File: src/design/pwroc_pkg.sv
// Package for the power output controller: item kinds, register indexes,
// field widths, reset values of the registers and timing constants.
// No dependencies.
package pwroc_pkg;

  typedef enum logic [1:0] {
    ACT_CONTROL = 2'd0,
    ACT_KEYPAD  = 2'd1,
    ACT_TRIM    = 2'd2,
    ACT_UNUSED  = 2'd3
  } action_t;

  typedef enum logic [2:0] {
    REG_IGN_ON    = 3'd0,
    REG_IGN_OFF   = 3'd1,
    REG_OVERVOLT  = 3'd2,
    REG_HOT_SET   = 3'd3,
    REG_HOT_CLEAR = 3'd4,
    REG_PUMP_ON   = 3'd5,
    REG_PUMP_OFF  = 3'd6,
    REG_HORN_MAX  = 3'd7
  } reg_index_t;

  localparam int MV_W    = 16;
  localparam int TEMP_W  = 15;
  localparam int MS_W    = 32;
  localparam int DLY_W   = 16;
  localparam int CFG_W   = 16;
  localparam int S_DATA_W = 80;
  localparam int M_DATA_W = 16;

  // switch codes
  localparam logic [1:0] SW_OFF     = 2'd0;
  localparam logic [1:0] SW_ON      = 2'd1;
  localparam logic [1:0] SW_INVALID = 2'd2;

  // trim drive codes (two's complement)
  localparam logic signed [1:0] TRIM_STOP = 2'sd0;
  localparam logic signed [1:0] TRIM_UP   = 2'sd1;
  localparam logic signed [1:0] TRIM_DOWN = -2'sd1;

  localparam logic [MV_W-1:0]          IGN_ON_RST    = 16'd10000;
  localparam logic [MV_W-1:0]          IGN_OFF_RST   = 16'd5000;
  localparam logic [MV_W-1:0]          OVERVOLT_RST  = 16'd18000;
  localparam logic signed [TEMP_W-1:0] HOT_SET_RST   = 15'sd7500;
  localparam logic signed [TEMP_W-1:0] HOT_CLEAR_RST = 15'sd5000;
  localparam logic [DLY_W-1:0]         PUMP_ON_RST   = 16'd1000;
  localparam logic [DLY_W-1:0]         PUMP_OFF_RST  = 16'd3000;
  localparam logic [DLY_W-1:0]         HORN_MAX_RST  = 16'd10000;

  localparam logic [MS_W-1:0] FRESH_SHORT_MS  = 32'd500;
  localparam logic [MS_W-1:0] FRESH_LONG_MS   = 32'd5000;
  localparam logic [MS_W-1:0] SLEEP_DELAY_MS  = 32'd5000;
  localparam logic [MS_W-1:0] TRIM_TIMEOUT_MS = 32'd20000;

  typedef struct packed {
    logic             sleep_ok;
    logic             overtemp_flag;
    logic             overvolt_flag;
    logic             ignition_on;
    logic signed [1:0] trim_drive;
    logic             light_drive;
    logic             aux_drive;
    logic             horn_drive;
    logic             main_drive;
    logic             pump_drive;
  } result_t;

  localparam int RESULT_W = $bits(result_t);

  function automatic logic [1:0] sw_code(input logic [1:0] raw);
    sw_code = (raw == SW_OFF || raw == SW_ON) ? raw : SW_INVALID;
  endfunction

endpackage

File: src/design/power_output_controller.sv
// Top level of the power output controller: switch state store, control
// step logic and a two-word result queue.
// Depends on pwroc_pkg.

// When an item is accepted, a keypad or trim word updates the stored
// switch states, a control word runs the ignition, temperature, pump, horn,
// trim and light rules in one pass of compare-and-set logic against the
// stored state and pushes one result word. A word can be accepted every cycle;
// s_tready drops only while both entries of the two-word result queue are held
// by a stalled m_tready. A control word's result is queued on acceptance behind
// older words. Configuration writes take effect at the next edge; the user must
// make them only while the block is idle, which the block does not enforce.
module power_output_controller
  import pwroc_pkg::*;
(
  input  logic                clk,
  input  logic                rst,
  input  logic                s_tvalid,
  output logic                s_tready,
  // now_ms[31:0], batt_mv[47:32], batt_valid[48], temp_centi[63:49],
  // temp_valid[64], water_high[65], key_a[67:66], key_b[69:68],
  // key_c[71:70], key_d[73:72], zero fill [79:74]
  input  logic [S_DATA_W-1:0] s_tdata,
  // action[1:0]
  input  logic [1:0]          s_tuser,
  output logic                m_tvalid,
  input  logic                m_tready,
  // pump_drive[0], main_drive[1], horn_drive[2], aux_drive[3], light_drive[4],
  // trim_drive[6:5], ignition_on[7], overvolt_flag[8], overtemp_flag[9],
  // sleep_ok[10], zero fill [15:11]
  output logic [M_DATA_W-1:0] m_tdata,
  input  logic                cfg_write,
  input  logic [2:0]          cfg_index,
  input  logic [CFG_W-1:0]    cfg_data
);

  // configuration registers
  logic [MV_W-1:0]          ign_on_mv, ign_off_mv, overvolt_mv;
  logic signed [TEMP_W-1:0] hot_set, hot_clear;
  logic [DLY_W-1:0]         pump_on_dly, pump_off_dly, horn_max;

  // state
  logic            ign_state, overvolt_state, overtemp_state, sleep_state;
  logic [MS_W-1:0] ign_off_time;
  logic [1:0]      key_stat [4];
  logic [1:0]      trim_stat [2];
  logic [MS_W-1:0] key_time, trim_time;
  logic            level_prev, pump_on_state;
  logic [MS_W-1:0] level_time;
  logic            horn_known, horn_prev;
  logic [MS_W-1:0] horn_time;
  logic signed [1:0] trim_prev;
  logic [MS_W-1:0] trim_change;

  // result queue
  result_t    q [2];
  logic       q_wr, q_rd;
  logic [1:0] q_cnt;

  // input fields
  action_t                  action;
  logic [MS_W-1:0]          now_ms;
  logic [MV_W-1:0]          batt_mv;
  logic                     batt_valid, temp_valid, water_high;
  logic signed [TEMP_W-1:0] temp_centi;
  logic [1:0]               key_a, key_b, key_c, key_d;

  assign action     = action_t'(s_tuser);
  assign now_ms     = s_tdata[31:0];
  assign batt_mv    = s_tdata[47:32];
  assign batt_valid = s_tdata[48];
  assign temp_centi = s_tdata[63:49];
  assign temp_valid = s_tdata[64];
  assign water_high = s_tdata[65];
  assign key_a      = s_tdata[67:66];
  assign key_b      = s_tdata[69:68];
  assign key_c      = s_tdata[71:70];
  assign key_d      = s_tdata[73:72];

  logic accept, push, pop;
  assign s_tready = (q_cnt != 2'd2);
  assign accept   = s_tvalid && s_tready;
  assign push     = accept && (action == ACT_CONTROL);
  assign m_tvalid = (q_cnt != 2'd0);
  assign pop      = m_tvalid && m_tready;
  assign m_tdata  = {(M_DATA_W - RESULT_W)'(0), q[q_rd]};

  // control step logic
  logic            ign_next, overvolt_next, overtemp_next, sleep_next;
  logic            ign_fall;
  logic [MS_W-1:0] key_age, trim_age, off_age, level_age, horn_age, trim_hold;
  logic            long_fresh, short_fresh, trim_fresh;
  logic            manual_ok, pump_auto, level, level_chg, pump_on_next;
  logic [DLY_W-1:0] level_dly;
  logic            horn_raw, horn_restart, horn_out, light_out;
  logic signed [1:0] trim_raw, trim_out;
  logic            trim_chg;
  logic            cut_all, cut_hot;
  result_t         res;

  always_comb begin
    ign_next      = ign_state;
    overvolt_next = overvolt_state;
    sleep_next    = sleep_state;
    if (batt_valid) begin
      if (batt_mv > ign_on_mv) begin
        sleep_next = 1'b0;
        ign_next   = 1'b1;
      end
      if (batt_mv < ign_off_mv) ign_next = 1'b0;
      overvolt_next = 1'b0;
      if (batt_mv > overvolt_mv) begin
        ign_next      = 1'b1;
        overvolt_next = 1'b1;
      end
    end
    ign_fall = ign_state && !ign_next;

    overtemp_next = overtemp_state;
    if (temp_valid) begin
      if (overtemp_state && (temp_centi < hot_clear)) overtemp_next = 1'b0;
      if (!overtemp_next && (temp_centi > hot_set)) overtemp_next = 1'b1;
    end

    key_age     = now_ms - key_time;
    trim_age    = now_ms - trim_time;
    long_fresh  = key_age < FRESH_LONG_MS;
    short_fresh = key_age < FRESH_SHORT_MS;
    trim_fresh  = trim_age < FRESH_SHORT_MS;

    // pump: manual only with both pump switches valid and fresh
    manual_ok    = (key_stat[1] != SW_INVALID) && (key_stat[2] != SW_INVALID) && long_fresh;
    pump_auto    = manual_ok ? key_stat[2][0] : 1'b1;
    level        = water_high && ign_next;
    level_chg    = (level != level_prev);
    level_age    = level_chg ? '0 : (now_ms - level_time);
    level_dly    = level ? pump_on_dly : pump_off_dly;
    pump_on_next = pump_on_state;
    if (!pump_auto) begin
      pump_on_next = key_stat[1][0];
    end else if (level_age >= MS_W'(level_dly)) begin
      pump_on_next = level;
    end

    // horn: restart timer on a known off-to-on edge
    horn_raw     = (key_stat[3] == SW_ON) && short_fresh && ign_next;
    horn_restart = horn_raw && horn_known && !horn_prev;
    horn_age     = horn_restart ? '0 : (now_ms - horn_time);
    horn_out     = horn_raw && !(horn_age > MS_W'(horn_max));

    trim_raw = TRIM_STOP;
    if (trim_fresh) begin
      if ((trim_stat[0] == SW_ON) && (trim_stat[1] != SW_INVALID)) trim_raw = TRIM_UP;
      if ((trim_stat[0] != SW_INVALID) && (trim_stat[1] == SW_ON)) trim_raw = TRIM_DOWN;
    end
    trim_chg  = (trim_raw != trim_prev);
    trim_hold = trim_chg ? '0 : (now_ms - trim_change);
    trim_out  = ((trim_hold > TRIM_TIMEOUT_MS) || !ign_next) ? TRIM_STOP : trim_raw;

    light_out = (key_stat[0] == SW_ON) && short_fresh && ign_next;

    // a falling edge restarts the off timer, so it cannot count as expired
    off_age = now_ms - ign_off_time;
    if (!ign_next && !ign_fall && (off_age > SLEEP_DELAY_MS)) sleep_next = 1'b1;

    cut_all = overvolt_next;
    cut_hot = overvolt_next || overtemp_next;

    res.pump_drive    = !cut_hot && pump_on_next && ign_next;
    res.main_drive    = !cut_hot && ign_next;
    res.horn_drive    = !cut_hot && horn_out;
    res.aux_drive     = !cut_all && ign_next;
    res.light_drive   = !cut_all && light_out;
    res.trim_drive    = cut_hot ? TRIM_STOP : trim_out;
    res.ignition_on   = ign_next;
    res.overvolt_flag = overvolt_next;
    res.overtemp_flag = overtemp_next;
    res.sleep_ok      = sleep_next;
  end

  // configuration registers
  always_ff @(posedge clk) begin
    if (rst) begin
      ign_on_mv    <= IGN_ON_RST;
      ign_off_mv   <= IGN_OFF_RST;
      overvolt_mv  <= OVERVOLT_RST;
      hot_set      <= HOT_SET_RST;
      hot_clear    <= HOT_CLEAR_RST;
      pump_on_dly  <= PUMP_ON_RST;
      pump_off_dly <= PUMP_OFF_RST;
      horn_max     <= HORN_MAX_RST;
    end else if (cfg_write) begin
      unique case (reg_index_t'(cfg_index))
        REG_IGN_ON:    ign_on_mv    <= cfg_data;
        REG_IGN_OFF:   ign_off_mv   <= cfg_data;
        REG_OVERVOLT:  overvolt_mv  <= cfg_data;
        REG_HOT_SET:   hot_set      <= cfg_data[TEMP_W-1:0];
        REG_HOT_CLEAR: hot_clear    <= cfg_data[TEMP_W-1:0];
        REG_PUMP_ON:   pump_on_dly  <= cfg_data;
        REG_PUMP_OFF:  pump_off_dly <= cfg_data;
        REG_HORN_MAX:  horn_max     <= cfg_data;
        default: ;
      endcase
    end
  end

  // block state
  always_ff @(posedge clk) begin
    if (rst) begin
      ign_state      <= 1'b0;
      ign_off_time   <= '0;
      overvolt_state <= 1'b0;
      overtemp_state <= 1'b0;
      sleep_state    <= 1'b0;
      key_stat[0]    <= SW_INVALID;
      key_stat[1]    <= SW_INVALID;
      key_stat[2]    <= SW_INVALID;
      key_stat[3]    <= SW_INVALID;
      key_time       <= '0;
      trim_stat[0]   <= SW_INVALID;
      trim_stat[1]   <= SW_INVALID;
      trim_time      <= '0;
      level_prev     <= 1'b0;
      level_time     <= '0;
      pump_on_state  <= 1'b0;
      horn_known     <= 1'b0;
      horn_prev      <= 1'b0;
      horn_time      <= '0;
      trim_prev      <= TRIM_STOP;
      trim_change    <= '0;
    end else if (accept) begin
      case (action)
        ACT_KEYPAD: begin
          key_stat[0] <= sw_code(key_a);
          key_stat[1] <= sw_code(key_b);
          key_stat[2] <= sw_code(key_c);
          key_stat[3] <= sw_code(key_d);
          key_time    <= now_ms;
        end
        ACT_TRIM: begin
          trim_stat[0] <= sw_code(key_a);
          trim_stat[1] <= sw_code(key_b);
          trim_time    <= now_ms;
        end
        ACT_CONTROL: begin
          ign_state      <= ign_next;
          overvolt_state <= overvolt_next;
          overtemp_state <= overtemp_next;
          sleep_state    <= sleep_next;
          if (ign_fall) ign_off_time <= now_ms;
          pump_on_state  <= pump_on_next;
          if (pump_auto) begin
            level_prev <= level;
            if (level_chg) level_time <= now_ms;
          end
          horn_known <= 1'b1;
          horn_prev  <= horn_raw;
          if (horn_restart) horn_time <= now_ms;
          trim_prev <= trim_raw;
          if (trim_chg) trim_change <= now_ms;
        end
        default: ;
      endcase
    end
  end

  // result queue: two words, so a stalled word does not block input
  always_ff @(posedge clk) begin
    if (rst) begin
      q_wr  <= 1'b0;
      q_rd  <= 1'b0;
      q_cnt <= 2'd0;
    end else begin
      if (push) q_wr <= ~q_wr;
      if (pop)  q_rd <= ~q_rd;
      q_cnt <= q_cnt + 2'(push) - 2'(pop);
    end
  end

  always_ff @(posedge clk) begin
    if (push) q[q_wr] <= res;
  end

`ifndef SYNTHESIS
  a_queue_bound: assert property (@(posedge clk) disable iff (rst) q_cnt != 2'd3)
    else $error("result queue count out of range");

  a_control_result: assert property (@(posedge clk) disable iff (rst)
    push |=> m_tvalid)
    else $error("control word gave no result");

  a_trim_code: assert property (@(posedge clk) disable iff (rst)
    m_tvalid |-> m_tdata[6:5] != 2'b10)
    else $error("illegal trim drive code");

  a_overvolt_cut: assert property (@(posedge clk) disable iff (rst)
    (m_tvalid && m_tdata[8]) |-> (m_tdata[4:0] == 5'd0 && m_tdata[6:5] == 2'd0))
    else $error("load driven during over-voltage");

  a_ign_gate: assert property (@(posedge clk) disable iff (rst)
    (m_tvalid && !m_tdata[7]) |-> (m_tdata[4:0] == 5'd0 && m_tdata[6:5] == 2'd0))
    else $error("load driven with ignition off");
`endif

endmodule

File: config.mk
export PLATFORM = sky130hd
export DESIGN_NAME = power_output_controller
export DESIGN_NICKNAME = d
export VERILOG_FILES = /design/src/design/pwroc_pkg.sv /design/src/design/power_output_controller.sv
export SDC_FILE = /design/constraint.sdc
export NUM_CORES = 1
export LEC_CHECK = 0
export BUFFER_PORTS_ARGS = -buffer_cell sky130_fd_sc_hd__buf_2
export CAP_MARGIN = 10
export CELL_PAD_IN_SITES_DETAIL_PLACEMENT = 1
export CELL_PAD_IN_SITES_GLOBAL_PLACEMENT = 1
export CORE_MARGIN = 5
export CORE_UTILIZATION = 43
export CTS_CLUSTER_DIAMETER = 80
export DETAILED_ROUTE_END_ITERATION = 6
export HOLD_SLACK_MARGIN = 0.1
export PLACE_DENSITY_LB_ADDON = 0.1
export SYNTH_ARGS = -nofsm -noshare
export SYNTH_HDL_FRONTEND = slang
export SYNTH_SLANG_ARGS = --single-unit
File: constraint.sdc
create_clock -name clk -period 7.8 [get_ports clk]
set_input_delay 2.34 -clock clk [delete_from_list [all_inputs] [get_ports clk]]
set_output_delay 2.34 -clock clk [all_outputs]
set_load 0.05 [all_outputs]
==> impl_metrics.tcl <==
set metrics [dict create \
    status "completed" \
    die_area_um2 70400 \
    chipWidth_um 265 \
    post_drt_via_cell_ratio 5.78 \
    grt_pass1_vias 28712 \
    yosysSeqAreaShare_pct 27.4 \
    grt_use_total_pct 27.2 \
    post_cts_buffers 0 \
    wirelength_um 98900 \
    hp-class "reg2reg" \
    io_buffers 112 \
    hold_depth 2 \
    worstSetupPathType "in2reg" \
    cts.sinks 367 \
    synth-xor-area-share_pct 3.34 \
    drt_iter0_markers 1333 \
    p_per_area_nw_per_um2 182 \
    cts_tree "built" \
    die_h_um 265 \
    grt_max_degree 188 \
    arrival_ps 7730 \
    htree_num_levels 2 \
    fin_setup_tns_ps 0 \
    tightest_slew_ps 1270 \
    grt_pass1_wl_um 156000 \
    initial_core_util_pct 43.5 \
    cts_resized 0 \
    startpoint_type "primary input" \
    post_drt_wl_per_cell_um 20.9 \
    timing.final.crit_share_pct 94.8 \
    cp_max_fo 18 \
    skew_ps 28.8 \
    synthCells 3658 \
    cp-end-kind "register" \
    postCtsHoldBufs 0 \
    seqCellArea_um2 7690 \
    utilization_pct 49.5 \
    drive_gt1_share_pct 10.9 \
    routabilityCongestion 0.920 \
    multi_input_area_um2 18400 \
    synthMuxAreaShare_pct 6.45 \
    synthAdderAreaFrac_pct 13.4 \
    synth-main-ff-cell "dfxtp_1" \
    max_slew_margin_pct 14.9 \
    power.total_mw 5.82 \
    hold_violations 0 \
    synthSimpleGateAreaFrac_pct 21.0 \
    drc_errors 0 \
    ios 124 \
    coreArea_um2 64500 \
    ys_warn_count 0 \
    syn2layout_area_growth_pct 14.0 \
    setup_violations 0 \
    rsz0062_at_grt "no" \
    ys_seq_elements 367 \
    synth_enable_flop_cells 34 \
    clk_pin_slew_ps 60 \
    synth-compound-area-share_pct 21.2 \
    rows 93 \
    p_leak_nw 13.5 \
    grt_overflow 0 \
    final_nets 4241 \
    r2r_cells 25 \
    r2r_slack_ps 1890 \
    fin_crit_ps 7390 \
    fmax_mhz 135 \
    cts_inserted_buffers 49 \
    ys_types 93 \
    async_flop_share_pct 0 \
    avgSynthCellArea_um2 7.66 \
    cts.root.buffer_cell "clkbuf_16" \
    clock_path_buffers 3 \
    synth_area_um2 28000 \
    antenna_found_initial 3 \
    required_ps 8130 \
    clk_latency_ps 620 \
    ant_nets 0 \
    first_pass_iters 5 \
    ir_worst_vdd_uv 148 \
    dp_hpwl_um 75000 \
    synth_top_family_by_area "compound AO/OA/AOI/OAI gates" \
    num_vias 27320 \
    fill_cells 8010 \
    drv_slew 0 \
    num_antenna_cells 0 \
    drv_cap 0 \
]
## critical path, cell delays in order
cell	delay, ps
buf_2	130
ha_1	320
a211oi_1	250
a21oi_1	160
or3_1	370
o22a_1	160
a21oi_1	320
nand2b_1	200
buf_4	320
mux2i_1	300
ha_1	290
a21oi_1	150
o21ai_0	100
a21oi_1	230
o21ai_0	150
a221o_1	320
a21o_1	170
a21oi_1	290
nor2b_1	180
a21oi_1	40
or4_1	610
and3b_1	300
## flip-flops by register name, summed over array words and instances, names as in the netlist, 2 cells and up, named ones only
name	flops
horn_max	16
horn_time	32
hot_clear	15
hot_set	15
ign_off_mv	16
ign_off_time	32
ign_on_mv	16
key_stat	8
key_time	32
level_time	32
overvolt_mv	16
pump_off_dly	16
pump_on_dly	16
q	22
q_cnt	2
trim_change	32
trim_prev	2
trim_stat	4
trim_time	32
## synthesized netlist by cell type (all sizes together), types with 76 or more instances
cell type	instances	area share (%)
nor2	331	4.4
ha	294	13
nand2	517	6.9
o21ai	114	2.1
inv	346	4.6
clkbuf	140	1.9
a21o	92	2.5
nand3	83	1.5
mux2i	166	5.9
a21oi	340	6.1
nor3	76	1.4
dfxtp	333	24
## per-layer routing
metal / track usage [%] / wire [um] / vias up
met1: 34.7 / 44500 / 13444
met4: 10.6 / 4080 / 4
met3: 3.41 / 3770 / 165
met5: 0 / 27 / -
met2: 47.2 / 46600 / 476
li1: - / - / 13231
## where the power goes
group	switching, mW	internal (mW)
Sequential	0.0374	1.96
Combinational	0.948	0.580
Clock	0.937	1.36
## through the flow
step | cells | cell area (um2) | setup WS, ps | hold WS, ps
after floorplan | 3662 | 28000 | 232 | 432
after global placement | 4641 | 30300 | -178 | 438
after detailed placement | 4641 | 30300 | -201 | 448
after CTS | 4728 | 31900 | 425 | 456
after global routing | 4728 | 31900 | 118 | 473
final | 4728 | 31900 | 409 | 454
## final timing paths
check / startpoint / endpoint
max reg2reg: key_time[15]$_SDFFE_PP0P_ / q[0][2]$_DFFE_PP_
min: trim_time[21]$_SDFFE_PP0P_ / trim_time[21]$_SDFFE_PP0P_
min reg2reg: trim_time[21]$_SDFFE_PP0P_ / trim_time[21]$_SDFFE_PP0P_
max: s_tdata[43] / q[0][0]$_DFFE_PP_
## cells in the final DEF (no fill, tap or decap), types with 9 or more instances in the layout
cell,instances
nor2b_1,35
and2_1,21
a21oi_1,340
a211o_1,12
a31oi_1,29
or2_2,15
buf_4,174
o21ai_0,111
a2111oi_0,14
xor2_1,51
o221ai_1,12
nand3b_1,9
o31a_1,9
o21a_1,43
a21o_1,91
nand3_1,82
o22ai_1,11
nor3_1,73
o211ai_1,57
or3_1,16
mux2i_1,166
o2111ai_1,15
xnor2_1,56
nand2b_1,32
a211oi_1,33
dfxtp_1,333
nand4_1,47
nor4_1,19
edfxtp_1,34
nand2_1,516
and3_1,30
inv_1,346
o21bai_1,20
clkbuf_16,49
buf_2,111
nor2_1,330
mux2_2,13
o31ai_1,23
ha_1,294
## final cells by class
cell class	instances	share of cell area (%)
Sequential cell	367	24.1
Multi-Input combinational cell	2786	57.5
Clock buffer	60	4.19
Timing Repair Buffer	287	5.94
Tap cell	855	3.35
Clock inverter	27	0.909
Inverter	346	4.07
## kinds of logic (layout without fill, tap and decap cells)
kind of cell | count (synthesis) | in the layout
mux | 179 | 179
buf+inv | 509 | 720
xor+xnor | 107 | 107
compound gates | 913 | 913
other cells | 1 | 5
simple gates | 1284 | 1284
fa+ha+maj | 298 | 298
flops | 367 | 367
No activity file was read; power rests on OpenSTA's default activity.
